--- src/hdl/asf_pkg.sv ---
`timescale 1ns / 1ps
// Shared types, constants and the color preset table of the strobe flasher.
// Used by the interfaces and by every module of the block.
package asf_pkg;

    localparam int TimeWidth   = 32;
    localparam int ColWidth    = 8;
    localparam int PeriodWidth = 10;
    localparam int HalfWidth   = 9;
    localparam int NumChan     = 6;
    localparam int ModStep     = 8;
    localparam int ModStages   = TimeWidth / ModStep;

    localparam int PeriodMax  = 800;
    localparam int PeriodMin  = 120;
    localparam int DropMul    = 680;
    localparam int DropDiv    = 99;
    localparam int ColDiv     = 255;
    localparam int MarkOn1    = 60;
    localparam int MarkOff1   = 100;
    localparam int MarkOn2    = 160;

    // Division by a constant is done as a multiplication by a rounded-up reciprocal.
    // The scale is wide enough that the result is exact over the whole input range.
    localparam int DropShift     = 24;
    localparam int DropRecip     = ((1 << DropShift) + DropDiv - 1) / DropDiv;
    localparam int DropMulRecip  = DropMul * DropRecip;
    localparam int ColShift      = 24;
    localparam int ColRecip      = ((1 << ColShift) + ColDiv - 1) / ColDiv;

    // The compressed flash marks are 3/8 and 5/8 of the half period.
    localparam int MarkShift   = 3;
    localparam int MarkOn1Num  = MarkOn1 * (1 << MarkShift) / MarkOn2;
    localparam int MarkOff1Num = MarkOff1 * (1 << MarkShift) / MarkOn2;

    localparam logic [1:0] REG_PRESET = 2'd0;
    localparam logic [1:0] REG_SPEED  = 2'd1;
    localparam logic [1:0] REG_BRIGHT = 2'd2;

    localparam logic [1:0] RstPreset = 2'd2;
    localparam logic [6:0] RstSpeed  = 7'd50;
    localparam logic [7:0] RstBright = 8'd255;

    localparam logic [1:0] SettleCycles = 2'd3;

    typedef logic [ColWidth-1:0] t_col;

    typedef struct packed {
        logic [PeriodWidth-1:0]        period;
        logic [HalfWidth-1:0]          half;
        logic [HalfWidth-1:0]          on1;
        logic [HalfWidth-1:0]          off1;
        logic [HalfWidth-1:0]          on2;
        logic [NumChan-1:0][ColWidth-1:0] col;
    } t_cfg;

    localparam t_col PRESET_TAB [4][NumChan] = '{
        '{8'd0,   8'd0,   8'd255, 8'd0,   8'd0,   8'd255},
        '{8'd0,   8'd0,   8'd255, 8'd255, 8'd255, 8'd255},
        '{8'd255, 8'd0,   8'd0,   8'd0,   8'd0,   8'd255},
        '{8'd255, 8'd140, 8'd0,   8'd255, 8'd140, 8'd0}
    };

endpackage

--- src/hdl/asf_if.sv ---
`timescale 1ns / 1ps
// Channel interfaces of the strobe flasher: input word, result word, register writes.
// Depends on asf_pkg for field widths.
interface asf_in_if;
    logic                              valid;
    logic                              ready;
    logic [asf_pkg::TimeWidth-1:0]     time_ms;
    modport source (output valid, output time_ms, input ready);
    modport sink (input valid, input time_ms, output ready);
endinterface

interface asf_out_if;
    logic        valid;
    logic        ready;
    logic [7:0]  left_red;
    logic [7:0]  left_green;
    logic [7:0]  left_blue;
    logic [7:0]  right_red;
    logic [7:0]  right_green;
    logic [7:0]  right_blue;
    modport source (output valid, output left_red, output left_green, output left_blue,
                    output right_red, output right_green, output right_blue, input ready);
    modport sink (input valid, input left_red, input left_green, input left_blue,
                  input right_red, input right_green, input right_blue, output ready);
endinterface

interface asf_cfg_if;
    logic        valid;
    logic        ready;
    logic [1:0]  index;
    logic [7:0]  data;
    modport source (output valid, output index, output data, input ready);
    modport sink (input valid, input index, input data, output ready);
endinterface

--- src/hdl/asf_cfg.sv ---
`timescale 1ns / 1ps
// Register file, the derived timing marks, three register layers deep, and the scaled colors.
// Depends on asf_pkg and asf_cfg_if.
module asf_cfg (
    input  logic              i_clk,
    input  logic              i_rst_n,
    asf_cfg_if.sink           i_cfg,
    output asf_pkg::t_cfg     o_cfg,
    output logic              o_busy
);

    logic [1:0]  r_preset;
    logic [6:0]  r_speed;
    logic [7:0]  r_bright;
    logic [1:0]  r_settle;

    logic [33:0] r_prod;
    logic [15:0] r_mix [asf_pkg::NumChan];
    logic [asf_pkg::PeriodWidth-1:0] r_period;
    logic [asf_pkg::NumChan-1:0][asf_pkg::ColWidth-1:0] r_col;
    logic [asf_pkg::HalfWidth-1:0] r_half, r_on1, r_off1, r_on2;

    logic [6:0]  n_speed;
    logic [9:0]  n_drop;
    logic [asf_pkg::HalfWidth-1:0] n_half;
    logic [32:0] n_colp [asf_pkg::NumChan];

    assign i_cfg.ready = 1'b1;

    always_ff @(posedge i_clk) begin
        if (!i_rst_n) begin
            r_preset <= asf_pkg::RstPreset;
            r_speed  <= asf_pkg::RstSpeed;
            r_bright <= asf_pkg::RstBright;
            r_settle <= asf_pkg::SettleCycles;
        end else begin
            if (i_cfg.valid && i_cfg.ready) begin
                r_settle <= asf_pkg::SettleCycles;
                case (i_cfg.index)
                    asf_pkg::REG_PRESET: r_preset <= i_cfg.data[1:0];
                    asf_pkg::REG_SPEED:  r_speed  <= i_cfg.data[6:0];
                    asf_pkg::REG_BRIGHT: r_bright <= i_cfg.data;
                    default: ;
                endcase
            end else if (r_settle != 2'd0) begin
                r_settle <= r_settle - 2'd1;
            end
        end
    end

    always_comb begin
        n_speed = (r_speed == 7'd0) ? 7'd1 : r_speed;
        n_drop  = r_prod[asf_pkg::DropShift+asf_pkg::PeriodWidth-1:asf_pkg::DropShift];
        n_half  = r_period[asf_pkg::PeriodWidth-1:1];
        for (int c = 0; c < asf_pkg::NumChan; c++) begin
            n_colp[c] = 33'(r_mix[c]) * 33'(asf_pkg::ColRecip);
        end
    end

    always_ff @(posedge i_clk) begin
        r_prod <= 34'(n_speed - 7'd1) * 34'(asf_pkg::DropMulRecip);
        for (int c = 0; c < asf_pkg::NumChan; c++) begin
            r_mix[c] <= 16'(asf_pkg::PRESET_TAB[r_preset][c]) * 16'(r_bright);
            r_col[c] <= n_colp[c][asf_pkg::ColShift+asf_pkg::ColWidth-1:asf_pkg::ColShift];
        end
        r_period <= (n_drop >= 10'(asf_pkg::DropMul)) ? 10'(asf_pkg::PeriodMin)
                                                     : 10'(asf_pkg::PeriodMax) - n_drop;
        r_half <= n_half;
        if (n_half < 9'(asf_pkg::MarkOn2)) begin
            r_on1  <= 9'((12'(n_half) * 12'(asf_pkg::MarkOn1Num)) >> asf_pkg::MarkShift);
            r_off1 <= 9'((12'(n_half) * 12'(asf_pkg::MarkOff1Num)) >> asf_pkg::MarkShift);
            r_on2  <= n_half;
        end else begin
            r_on1  <= 9'(asf_pkg::MarkOn1);
            r_off1 <= 9'(asf_pkg::MarkOff1);
            r_on2  <= 9'(asf_pkg::MarkOn2);
        end
    end

    assign o_cfg.period = r_period;
    assign o_cfg.half   = r_half;
    assign o_cfg.on1    = r_on1;
    assign o_cfg.off1   = r_off1;
    assign o_cfg.on2    = r_on2;
    assign o_cfg.col    = r_col;
    assign o_busy       = (r_settle != 2'd0);

endmodule

--- src/hdl/asf_mod_stage.sv ---
`timescale 1ns / 1ps
// One stage of the pipelined time-modulo-period unit, eight restoring steps per stage.
// Depends on asf_pkg.
module asf_mod_stage (
    input  logic                                 i_clk,
    input  logic                                 i_rst_n,
    input  logic [asf_pkg::PeriodWidth-1:0]      i_period,
    input  logic                                 i_valid,
    output logic                                 o_ready,
    input  logic [asf_pkg::PeriodWidth-1:0]      i_rem,
    input  logic [asf_pkg::TimeWidth-1:0]        i_bits,
    output logic                                 o_valid,
    input  logic                                 i_ready,
    output logic [asf_pkg::PeriodWidth-1:0]      o_rem,
    output logic [asf_pkg::TimeWidth-1:0]        o_bits
);

    logic                                r_valid;
    logic [asf_pkg::PeriodWidth-1:0]     r_rem;
    logic [asf_pkg::TimeWidth-1:0]       r_bits;
    logic [asf_pkg::PeriodWidth-1:0]     n_rem;
    logic [asf_pkg::PeriodWidth:0]       w_trial;

    assign o_ready = !r_valid || i_ready;

    always_comb begin
        n_rem   = i_rem;
        w_trial = '0;
        for (int k = 0; k < asf_pkg::ModStep; k++) begin
            w_trial = {n_rem, i_bits[asf_pkg::TimeWidth-1-k]};
            if (w_trial >= {1'b0, i_period}) begin
                w_trial = w_trial - {1'b0, i_period};
            end
            n_rem = w_trial[asf_pkg::PeriodWidth-1:0];
        end
    end

    always_ff @(posedge i_clk) begin
        if (!i_rst_n) begin
            r_valid <= 1'b0;
        end else if (o_ready) begin
            r_valid <= i_valid;
        end
    end

    always_ff @(posedge i_clk) begin
        if (o_ready && i_valid) begin
            r_rem  <= n_rem;
            r_bits <= {i_bits[asf_pkg::TimeWidth-asf_pkg::ModStep-1:0],
                       {asf_pkg::ModStep{1'b0}}};
        end
    end

    assign o_valid = r_valid;
    assign o_rem   = r_rem;
    assign o_bits  = r_bits;

    a_rem_below_period: assert property (@(posedge i_clk) disable iff (!i_rst_n)
        r_valid |-> (r_rem < i_period))
        else $error("Partial remainder reached the period.");

endmodule

--- src/hdl/asf_out.sv ---
`timescale 1ns / 1ps
// Final stage: picks the strobing side, checks the flash window and registers the colors.
// Depends on asf_pkg and asf_out_if.
module asf_out (
    input  logic                             i_clk,
    input  logic                             i_rst_n,
    input  asf_pkg::t_cfg                    i_cfg,
    input  logic                             i_valid,
    output logic                             o_ready,
    input  logic [asf_pkg::PeriodWidth-1:0]  i_rem,
    asf_out_if.source                        o_res
);

    logic                                               r_valid;
    logic [asf_pkg::NumChan-1:0][asf_pkg::ColWidth-1:0] r_col;
    logic [asf_pkg::NumChan-1:0][asf_pkg::ColWidth-1:0] n_col;
    logic                                               w_left;
    logic                                               w_lit;
    logic [asf_pkg::PeriodWidth-1:0]                    w_t;

    assign o_ready = !r_valid || o_res.ready;

    always_comb begin
        w_left = i_rem < {1'b0, i_cfg.half};
        w_t    = w_left ? i_rem : i_rem - {1'b0, i_cfg.half};
        w_lit  = (w_t < {1'b0, i_cfg.on1}) ||
                 ((w_t >= {1'b0, i_cfg.off1}) && (w_t < {1'b0, i_cfg.on2}));
        for (int c = 0; c < asf_pkg::NumChan; c++) begin
            n_col[c] = (w_lit && (w_left == (c < 3))) ? i_cfg.col[c] : '0;
        end
    end

    always_ff @(posedge i_clk) begin
        if (!i_rst_n) begin
            r_valid <= 1'b0;
        end else if (o_ready) begin
            r_valid <= i_valid;
        end
    end

    always_ff @(posedge i_clk) begin
        if (o_ready && i_valid) begin
            r_col <= n_col;
        end
    end

    assign o_res.valid       = r_valid;
    assign o_res.left_red    = r_col[0];
    assign o_res.left_green  = r_col[1];
    assign o_res.left_blue   = r_col[2];
    assign o_res.right_red   = r_col[3];
    assign o_res.right_green = r_col[4];
    assign o_res.right_blue  = r_col[5];

    a_one_side_lit: assert property (@(posedge i_clk) disable iff (!i_rst_n)
        r_valid |-> !((r_col[0] != 8'd0 || r_col[1] != 8'd0 || r_col[2] != 8'd0) &&
                      (r_col[3] != 8'd0 || r_col[4] != 8'd0 || r_col[5] != 8'd0)))
        else $error("Both sides lit in the same word.");

endmodule

--- src/hdl/alternating_strobe_flasher_unit.sv ---
`timescale 1ns / 1ps
// Alternating two-flash strobe: time stamp in, left and right RGB drive out.
// The datapath is four modulo stages followed by one output stage. Throughput is one
// word per cycle, set by the fully pipelined modulo unit, as long as the output is
// not stalled. After reset and after every register write the input is held off while
// the derived period, flash marks and scaled colors settle.
// Depends on asf_pkg, the channel interfaces, asf_cfg, asf_mod_stage and asf_out.
module alternating_strobe_flasher_unit (
    input  logic       i_clk,
    input  logic       i_rst_n,
    asf_in_if.sink     i_in,
    asf_cfg_if.sink    i_cfg,
    asf_out_if.source  o_res
);

    asf_pkg::t_cfg w_cfg;
    logic          w_busy;

    logic [asf_pkg::ModStages:0]                         w_valid;
    logic [asf_pkg::ModStages:0]                         w_ready;
    logic [asf_pkg::ModStages:0][asf_pkg::PeriodWidth-1:0] w_rem;
    logic [asf_pkg::ModStages:0][asf_pkg::TimeWidth-1:0]   w_bits;

    asf_cfg u_cfg (
        .i_clk   (i_clk),
        .i_rst_n (i_rst_n),
        .i_cfg   (i_cfg),
        .o_cfg   (w_cfg),
        .o_busy  (w_busy)
    );

    assign w_valid[0] = i_in.valid && !w_busy;
    assign w_rem[0]   = '0;
    assign w_bits[0]  = i_in.time_ms;
    assign i_in.ready = w_ready[0] && !w_busy;

    for (genvar s = 0; s < asf_pkg::ModStages; s++) begin : g_mod
        asf_mod_stage u_stage (
            .i_clk    (i_clk),
            .i_rst_n  (i_rst_n),
            .i_period (w_cfg.period),
            .i_valid  (w_valid[s]),
            .o_ready  (w_ready[s]),
            .i_rem    (w_rem[s]),
            .i_bits   (w_bits[s]),
            .o_valid  (w_valid[s+1]),
            .i_ready  (w_ready[s+1]),
            .o_rem    (w_rem[s+1]),
            .o_bits   (w_bits[s+1])
        );
    end

    asf_out u_out (
        .i_clk   (i_clk),
        .i_rst_n (i_rst_n),
        .i_cfg   (w_cfg),
        .i_valid (w_valid[asf_pkg::ModStages]),
        .o_ready (w_ready[asf_pkg::ModStages]),
        .i_rem   (w_rem[asf_pkg::ModStages]),
        .o_res   (o_res)
    );

    a_cfg_holds_input: assert property (@(posedge i_clk) disable iff (!i_rst_n)
        (i_cfg.valid && i_cfg.ready) |=> !i_in.ready)
        else $error("Input accepted before register-derived values settled.");

endmodule
--- src/flat_wrapper.sv ---
// flat-port wrapper written by rule: the top's interface ports become plain ports
module alternating_strobe_flasher_unit_flat 
  (i_clk, i_rst_n, i_in_valid, i_in_time_ms, i_in_ready, i_cfg_valid, i_cfg_index, i_cfg_data, i_cfg_ready, o_res_valid, o_res_left_red, o_res_left_green, o_res_left_blue, o_res_right_red, o_res_right_green, o_res_right_blue, o_res_ready);
  asf_in_if i_in_i ();
  asf_cfg_if i_cfg_i ();
  asf_out_if o_res_i ();
  input  logic i_clk;
  input  logic i_rst_n;
  input wire logic [$bits(i_in_i.valid)-1:0] i_in_valid;
  input wire logic [$bits(i_in_i.time_ms)-1:0] i_in_time_ms;
  output wire logic [$bits(i_in_i.ready)-1:0] i_in_ready;
  input wire logic [$bits(i_cfg_i.valid)-1:0] i_cfg_valid;
  input wire logic [$bits(i_cfg_i.index)-1:0] i_cfg_index;
  input wire logic [$bits(i_cfg_i.data)-1:0] i_cfg_data;
  output wire logic [$bits(i_cfg_i.ready)-1:0] i_cfg_ready;
  output wire logic [$bits(o_res_i.valid)-1:0] o_res_valid;
  output wire logic [$bits(o_res_i.left_red)-1:0] o_res_left_red;
  output wire logic [$bits(o_res_i.left_green)-1:0] o_res_left_green;
  output wire logic [$bits(o_res_i.left_blue)-1:0] o_res_left_blue;
  output wire logic [$bits(o_res_i.right_red)-1:0] o_res_right_red;
  output wire logic [$bits(o_res_i.right_green)-1:0] o_res_right_green;
  output wire logic [$bits(o_res_i.right_blue)-1:0] o_res_right_blue;
  input wire logic [$bits(o_res_i.ready)-1:0] o_res_ready;
  assign i_in_i.valid = i_in_valid;
  assign i_in_i.time_ms = i_in_time_ms;
  assign i_in_ready = i_in_i.ready;
  assign i_cfg_i.valid = i_cfg_valid;
  assign i_cfg_i.index = i_cfg_index;
  assign i_cfg_i.data = i_cfg_data;
  assign i_cfg_ready = i_cfg_i.ready;
  assign o_res_valid = o_res_i.valid;
  assign o_res_left_red = o_res_i.left_red;
  assign o_res_left_green = o_res_i.left_green;
  assign o_res_left_blue = o_res_i.left_blue;
  assign o_res_right_red = o_res_i.right_red;
  assign o_res_right_green = o_res_i.right_green;
  assign o_res_right_blue = o_res_i.right_blue;
  assign o_res_i.ready = o_res_ready;
  alternating_strobe_flasher_unit u_core (.i_clk(i_clk), .i_rst_n(i_rst_n), .i_in(i_in_i), .i_cfg(i_cfg_i), .o_res(o_res_i));
endmodule
--- config.mk ---
export PLATFORM = sky130hd
export DESIGN_NAME = alternating_strobe_flasher_unit_flat
export DESIGN_NICKNAME = d
export VERILOG_FILES = /design/src/hdl/asf_pkg.sv /design/src/hdl/asf_if.sv /design/src/hdl/asf_cfg.sv /design/src/hdl/asf_mod_stage.sv /design/src/hdl/asf_out.sv /design/src/hdl/alternating_strobe_flasher_unit.sv /design/src/flat_wrapper.sv
export SDC_FILE = /design/constraint.sdc
export NUM_CORES = 2
export LEC_CHECK = 0
export BUFFER_PORTS_ARGS = -buffer_cell sky130_fd_sc_hd__buf_2
export CORE_MARGIN = 2
export CORE_UTILIZATION = 30
export DETAILED_ROUTE_END_ITERATION = 7
export PLACE_DENSITY_LB_ADDON = 0.12
export SKIP_CTS_REPAIR_TIMING = 1
export SLEW_MARGIN = 20
export SYNTH_ARGS = -nofsm -noshare
export SYNTH_HDL_FRONTEND = slang
export SYNTH_HIERARCHICAL = 1
export SYNTH_SLANG_ARGS = --single-unit
--- constraint.sdc ---
create_clock -name i_clk -period 43.3 [get_ports i_clk]
set_input_delay 2.165 -clock i_clk [delete_from_list [all_inputs] [get_ports i_clk]]
set_output_delay 2.165 -clock i_clk [all_outputs]
set_load 0.03 [all_outputs]
* Word-level counts from Yosys, hierarchy flattened
Memories as Yosys holds them, arrays and structs flattened.
Cells that the tools add are included.
** Word-level totals
- Register bits :: 285
- Memory bits (writable) :: 96
- Bits of input ports :: 47
- Memories kept :: 1
** Cells by class
- Add/sub/neg operators :: 36
- Multiply operators :: 15
- Magnitude comparators :: 39
- Eq/ne operators :: 2
- Mux-type cells :: 37
- Bitwise logic cells :: 3
- Reductions and logical operators :: 29
** Memory list
- u_core.u_cfg.r_mix :: words 6, width 16, read ports 6, clocked after memory_dff 0, write ports 6, RTL line asf_cfg.sv:18 : logic [15:0] r_mix [asf_pkg::NumChan];
** Operator list (number)
- 11-bit by 10-bit greater-or-equal comparator with 1-bit output :: 31
- 10-bit 2-to-1 mux :: 33
- 10-bit subtractor :: 31
- 16-bit by 16-bit multiplier with 31-bit output, second input constant :: 6
- 48-bit binary-select mux with 2-bit select :: 1
- 8-bit by 8-bit multiplier with 16-bit output :: 6
- 48-bit 2-to-1 mux :: 2
- 34-bit by 24-bit multiplier with 31-bit output, second input constant :: 1
- 10-bit by 9-bit less-than comparator with 1-bit output :: 3
- 9-bit by 3-bit multiplier with 12-bit output, second input constant :: 1
- 9-bit by 2-bit multiplier with 11-bit output, second input constant :: 1
- 1-bit by 10-bit greater-or-equal comparator with 1-bit output :: 1
- 10-bit greater-or-equal comparator, second input constant :: 1
- 10-bit by 9-bit greater-or-equal comparator with 1-bit output :: 1
- 1-bit logical AND :: 10
- 1-bit by 10-bit subtractor with 10-bit output :: 1
- 10-bit subtractor, first input constant :: 1
- 10-bit by 9-bit subtractor with 10-bit output :: 1
- 9-bit by 8-bit less-than comparator with 1-bit output, second input constant :: 1
- 7-bit by 1-bit subtractor with 8-bit output, second input constant :: 1
- 7-bit zero test :: 1
- 7-bit 2-to-1 mux :: 1
- 1-bit zero test :: 6
- 1-bit logical OR :: 6
- other kinds (10) :: 13

* Logic depth before layout (Yosys ltp)
- Depth in word-level cells :: 16
- Gate-level depth with buffers :: 102
- Mapped depth without buffers :: 94

* By module
Netlist, hierarchy kept.
** By module, submodules not included
- asf_cfg :: instances 1, cells each 2400, area each 24427.2 µm², sequential area each 4324.1 µm²
- asf_mod_stage at u_core.g_mod[0].u_stage ... :: instances 3, cells each 661, area each 5721.7 µm², sequential area each 1041.0 µm²
- asf_mod_stage at u_core.g_mod[3].u_stage :: instances 1, cells each 673, area each 5903.2 µm², sequential area each 1041.0 µm²
- asf_out :: instances 1, cells each 343, area each 3275.6 µm², sequential area each 1461.4 µm²
- alternating_strobe_flasher_unit :: instances 1, cells each 3, area each 16.3 µm², sequential area each 0.0 µm²

* Least setup slack after synthesis
Ideal clock, no wire load.
- Path kind :: register -> register
- Start point :: register u_core/u_cfg/r_period[1] in the netlist's numbering
- End point :: register u_core.g_mod[3].u_stage.r_rem (netlist bit u_core/g_mod[3].u_stage/o_rem[1]), data pin
- Setup time :: 260 ps
- Arrival time :: 20222 ps
- Required time :: 43040 ps
- Slack :: 22817 ps
- Cell stages (with the launch flop) :: 89
- Clock period less this slack :: 20483 ps
- Cell sequence :: dfxtp_1 inv_1 ha_1 nor2b_1 o31a_2 o31ai_4 a21bo_4 clkbuf_1 mux2_2 ha_1 o21a_1 o31a_1 o211ai_2 nand4_1 a22o_1 nor2_1 mux2i_1 inv_1 [... 53 more ...] a211o_1 nand2_1 o22ai_4 mux2i_1 ha_1 nor2b_1 o21ai_0 a21boi_0 o21ai_0 nand2_1 a21o_1 nand2_1 a21boi_0 o21ai_0 nand2b_1 a211oi_1 o221ai_4 mux2_4
** On the way
- Word-level cells in the longest chain between the ends :: 16
** Ends and longest elaborated chain
- from (decl) :: RTL line asf_cfg.sv:19 : logic [asf_pkg::PeriodWidth-1:0] r_period;
- from (signal assigned) :: RTL line asf_cfg.sv:66 : r_period <= (n_drop >= 10'(asf_pkg::DropMul)) ? 10'(asf_pkg::PeriodMin)
- 10-bit subtractor / 11-bit by 10-bit greater-or-equal comparator with 1-bit output (equally long branches) :: RTL line asf_mod_stage.sv:32, asf_mod_stage.sv:31
- 10-bit 2-to-1 mux :: RTL line asf_mod_stage.sv:31 : if (w_trial >= {1'b0, i_period}) begin
- 10-bit subtractor / 11-bit by 10-bit greater-or-equal comparator with 1-bit output (equally long branches) :: RTL line asf_mod_stage.sv:32, asf_mod_stage.sv:31
- 10-bit 2-to-1 mux :: RTL line asf_mod_stage.sv:31
- 10-bit subtractor / 11-bit by 10-bit greater-or-equal comparator with 1-bit output (equally long branches) :: RTL line asf_mod_stage.sv:32, asf_mod_stage.sv:31
- 10-bit 2-to-1 mux :: RTL line asf_mod_stage.sv:31
- 10-bit subtractor / 11-bit by 10-bit greater-or-equal comparator with 1-bit output (equally long branches) :: RTL line asf_mod_stage.sv:32, asf_mod_stage.sv:31
- 10-bit 2-to-1 mux :: RTL line asf_mod_stage.sv:31
- 10-bit subtractor / 11-bit by 10-bit greater-or-equal comparator with 1-bit output (equally long branches) :: RTL line asf_mod_stage.sv:32, asf_mod_stage.sv:31
- 10-bit 2-to-1 mux :: RTL line asf_mod_stage.sv:31
- 10-bit subtractor / 11-bit by 10-bit greater-or-equal comparator with 1-bit output (equally long branches) :: RTL line asf_mod_stage.sv:32, asf_mod_stage.sv:31
- 10-bit 2-to-1 mux :: RTL line asf_mod_stage.sv:31
- 11-bit by 10-bit greater-or-equal comparator with 1-bit output / 10-bit subtractor (equally long branches) :: RTL line asf_mod_stage.sv:31, asf_mod_stage.sv:32
- 10-bit 2-to-1 mux :: RTL line asf_mod_stage.sv:31
- 10-bit subtractor / 11-bit by 10-bit greater-or-equal comparator with 1-bit output (equally long branches) :: RTL line asf_mod_stage.sv:32, asf_mod_stage.sv:31
- 10-bit 2-to-1 mux (*) :: RTL line asf_mod_stage.sv:31
- via u_core.g_mod[3].u_stage.w_trial, one bit :: RTL line asf_mod_stage.sv:22 : logic [asf_pkg::PeriodWidth:0] w_trial;
- to (signal assigned) :: RTL line asf_mod_stage.sv:48 : r_rem <= n_rem;
- to (decl) :: RTL line asf_mod_stage.sv:19 : logic [asf_pkg::PeriodWidth-1:0] r_rem;
Mark *: on every way through the listed nets, which the timed path passes. The rest lies on a longest branch.
A chain may end at the register's enable or synchronous reset.

* Final worst setup path
- Start point :: input port i_in_time_ms[31]
- End point :: register u_core.g_mod[0].u_stage.r_rem (netlist bit u_core/g_mod[0].u_stage/o_rem[3]), data pin
** On the way
- Word-level cells in the longest chain between the ends :: 16
** Ends and longest elaborated chain
- from (decl) :: RTL line flat_wrapper.sv:10 : input wire logic [$bits(i_in_i.time_ms)-1:0] i_in_time_ms;
- 1-bit by 10-bit subtractor with 10-bit output / 1-bit by 10-bit greater-or-equal comparator with 1-bit output (equally long branches) :: RTL line asf_mod_stage.sv:32, asf_mod_stage.sv:31
- 10-bit 2-to-1 mux (*) :: RTL line asf_mod_stage.sv:31
- 10-bit subtractor / 11-bit by 10-bit greater-or-equal comparator with 1-bit output (equally long branches) :: RTL line asf_mod_stage.sv:32, asf_mod_stage.sv:31
- 10-bit 2-to-1 mux (*) :: RTL line asf_mod_stage.sv:31
- 10-bit subtractor / 11-bit by 10-bit greater-or-equal comparator with 1-bit output (equally long branches) :: RTL line asf_mod_stage.sv:32, asf_mod_stage.sv:31
- 10-bit 2-to-1 mux (*) :: RTL line asf_mod_stage.sv:31
- 10-bit subtractor / 11-bit by 10-bit greater-or-equal comparator with 1-bit output (equally long branches) :: RTL line asf_mod_stage.sv:32, asf_mod_stage.sv:31
- 10-bit 2-to-1 mux (*) :: RTL line asf_mod_stage.sv:31
- 10-bit subtractor / 11-bit by 10-bit greater-or-equal comparator with 1-bit output (equally long branches) :: RTL line asf_mod_stage.sv:32, asf_mod_stage.sv:31
- 10-bit 2-to-1 mux (*) :: RTL line asf_mod_stage.sv:31
- 10-bit subtractor / 11-bit by 10-bit greater-or-equal comparator with 1-bit output (equally long branches) :: RTL line asf_mod_stage.sv:32, asf_mod_stage.sv:31
- 10-bit 2-to-1 mux (*) :: RTL line asf_mod_stage.sv:31
- 11-bit by 10-bit greater-or-equal comparator with 1-bit output / 10-bit subtractor (equally long branches) :: RTL line asf_mod_stage.sv:31, asf_mod_stage.sv:32
- 10-bit 2-to-1 mux (*) :: RTL line asf_mod_stage.sv:31
- 10-bit subtractor / 11-bit by 10-bit greater-or-equal comparator with 1-bit output (equally long branches) :: RTL line asf_mod_stage.sv:32, asf_mod_stage.sv:31
- 10-bit 2-to-1 mux (*) :: RTL line asf_mod_stage.sv:31
- via u_core.g_mod[0].u_stage.w_trial, one bit :: RTL line asf_mod_stage.sv:22
- to (signal assigned) :: RTL line asf_mod_stage.sv:48
- to (decl) :: RTL line asf_mod_stage.sv:19
Marked as above.

==> flow_summary.yaml <==
finish:
  drive_gt1_share_pct: 8.48
  fin_nets: 6863
  final_util_pct: 33.3
  multi_input_area_um2: 38000
  area_delta_synth_final_pct: 10.2
  regArea_um2: 8510
  fillCellCount: 17000
critical_path:
  endpoint_kind: "flop"
  cp.required_ns: 43.64
  slowest_delay_ns: 0.61
  crit_slowest_cell: "o21ai_0"
  setup.worst_path.class: "in -> reg"
  critPathLaunchType: "primary input"
  path_common_cell: "o21ai_0"
  path_max_fanout: 22
  reg2regPathDepth: 92
  arrival_ns: 23.27
timing:
  worst_pin_slew_ns: 1.03
  setup_viol: 0
  fin_skew_ns: 0.0370
  period_needed_ns: 22.93
  finalCritPeriodShare_pct: 53.0
  setup_tns_ns: 0
  hold_slack_ns: 0.418
  rsz0062_at_grt: "no"
  final_max_slew_viol_count: 0
  hold_viol: 0
  fmax_ghz: 0.0436
  setup_ws_ns: 20.37
  slew_headroom_pct: 31.6
die:
  ioPinCount: 98
  die_y_um: 409
  core_um2: 163000
  initial_core_util_pct: 30.2
  fp-row-count: 148
  chipWidth_um: 409
  die_area_um2: 167000
cts:
  htreeDepth: 2
  root_buffer: "clkbuf_16"
  clkLatencyLatePin_ns: 0.63
  tritoncts: "built"
  clock_sinks: 357
  cts_inserted_buffers: 47
  clk_pin_slew_ns: 0.06
  clockBufferDepth: 3
global_routing:
  antenna_found_initial: 4
  grt_pass1_vias: 37500
  track_usage_pct: 15.2
  grt_pass1_wl_um: 205000
  grt_max_degree: 49
  grt_overflow: 0
placed_design:
  hpwlAfterDp_um: 104000
  portBuffers: 96
  dp_slack_ns: 19.89
  routabilityCongestion: 0.830
routing:
  totalWireLength_um: 127000
  wl_per_cell_um: 16.5
  drc: 0
  drtIter0Drc: 1677
  drtAntennaViolNets: 0
  viasPerCell: 4.81
  num_vias: 37100
  drt-pass1-iter-count: 5
outcome:
  status: "complete, no violations"
synth:
  yosysWarnings: 6
  syn_inst: 5318
  synth.avg_cell_area_um2: 9.23
  syn_area_um2: 49100
worst_hold_path:
  hold_depth: 0
  hold_class: "reg -> reg"
run:
  maxCapViolCount: 0
## layout make-up
type / instances / area share [%]
diodes: 2 / 0.00925
inverters: 669 / 4.64
repair buffers: 134 / 1.44
flip-flops and latches: 357 / 15.7
clock buffers: 52 / 2.38
clock inverters: 35 / 0.592
well taps: 2175 / 5.03
multi-input cells: 4286 / 70.2
## path summary, 6_finish.rpt
| path | start | end | slack (ns) |
|---|---|---|---|
| setup / recovery | i_in_time_ms[31] | u_core/g_mod[0].u_stage/o_rem[3] | 20.37 |
| hold reg to reg | u_core/g_mod[0].u_stage/o_bits[19] | u_core/g_mod[1].u_stage/o_bits[27] | 0.42 |
| hold / removal | u_core/g_mod[0].u_stage/o_bits[19] | u_core/g_mod[1].u_stage/o_bits[27] | 0.42 |
| setup reg to reg | u_core/u_cfg/r_period[1] | u_core/g_mod[1].u_stage/o_rem[7] | 20.51 |
## state kept, by name (all words and copies together) (netlist names), 4 cells and up
signal and count:
u_core/u_out/o_res.right_green 8, u_core/g_mod.u_stage/o_valid 4, u_core/u_out/o_res.left_red 8, u_core/u_out/o_res.right_red 8
u_core/u_out/o_res.right_blue 8, u_core/u_cfg/o_cfg 48, u_core/u_cfg/r_on2 9, u_core/u_cfg/r_on1 8
u_core/u_cfg/r_half 9, u_core/u_cfg/r_period 10, u_core/u_cfg/r_bright 8, u_core/g_mod.u_stage/o_bits 48
u_core/g_mod.u_stage/o_rem 40, u_core/u_out/o_res.left_green 8, u_core/u_cfg/r_prod 10, u_core/u_out/o_res.left_blue 8
u_core/u_cfg/r_off1 9, u_core/u_cfg/r_mix 94, u_core/u_cfg/r_speed 7
## critical path: cells and delay by family
kind / cells / cell delay (ns)
muxes: 1 / 0.41
AOI/OAI and AO/OA: 52 / 13.43
buffers and inverters: 10 / 0.90
adders and majority gates: 8 / 2.13
and+or+nand+nor: 20 / 4.22
## per-stage QoR
stage               instance area [um2]  std cells
floorplan                         49300       5387
detailed placement                52500       7621
global placement                  52500       7621
global route                      54100       7708
CTS                               54100       7708
finish                            54100       7710
## metal layers
layer / track usage [%] / share of wire (%)
met3: 1.29 / 2.1
met4: 3.16 / 1.7
met2: 25.4 / 46
met1: 21.3 / 50
met5: 0 / 0.0078
## layout by cell type, fill, tap and decap left out, drive strengths merged, types with 25 or more instances in the layout
cell,count
nand2,316
a21o,127
a21boi,38
xnor2,241
buf,134
fa,254
dfxtp,221
nor2b,108
nor2,308
clkbuf,52
a31oi,33
mux2,144
and2,58
o21a,57
mux2i,73
edfxtp,136
nand2b,69
a21oi,281
conb,72
o211ai,30
ha,1067
a221o,25
nand4,70
o21bai,31
nand3,76
xor2,121
a211oi,53
inv,679
o21ai,213
and3,34
nor3,100
Power is not shown: default switching activity piles up to over one toggle a cycle in this logic, so the estimate is an artifact.
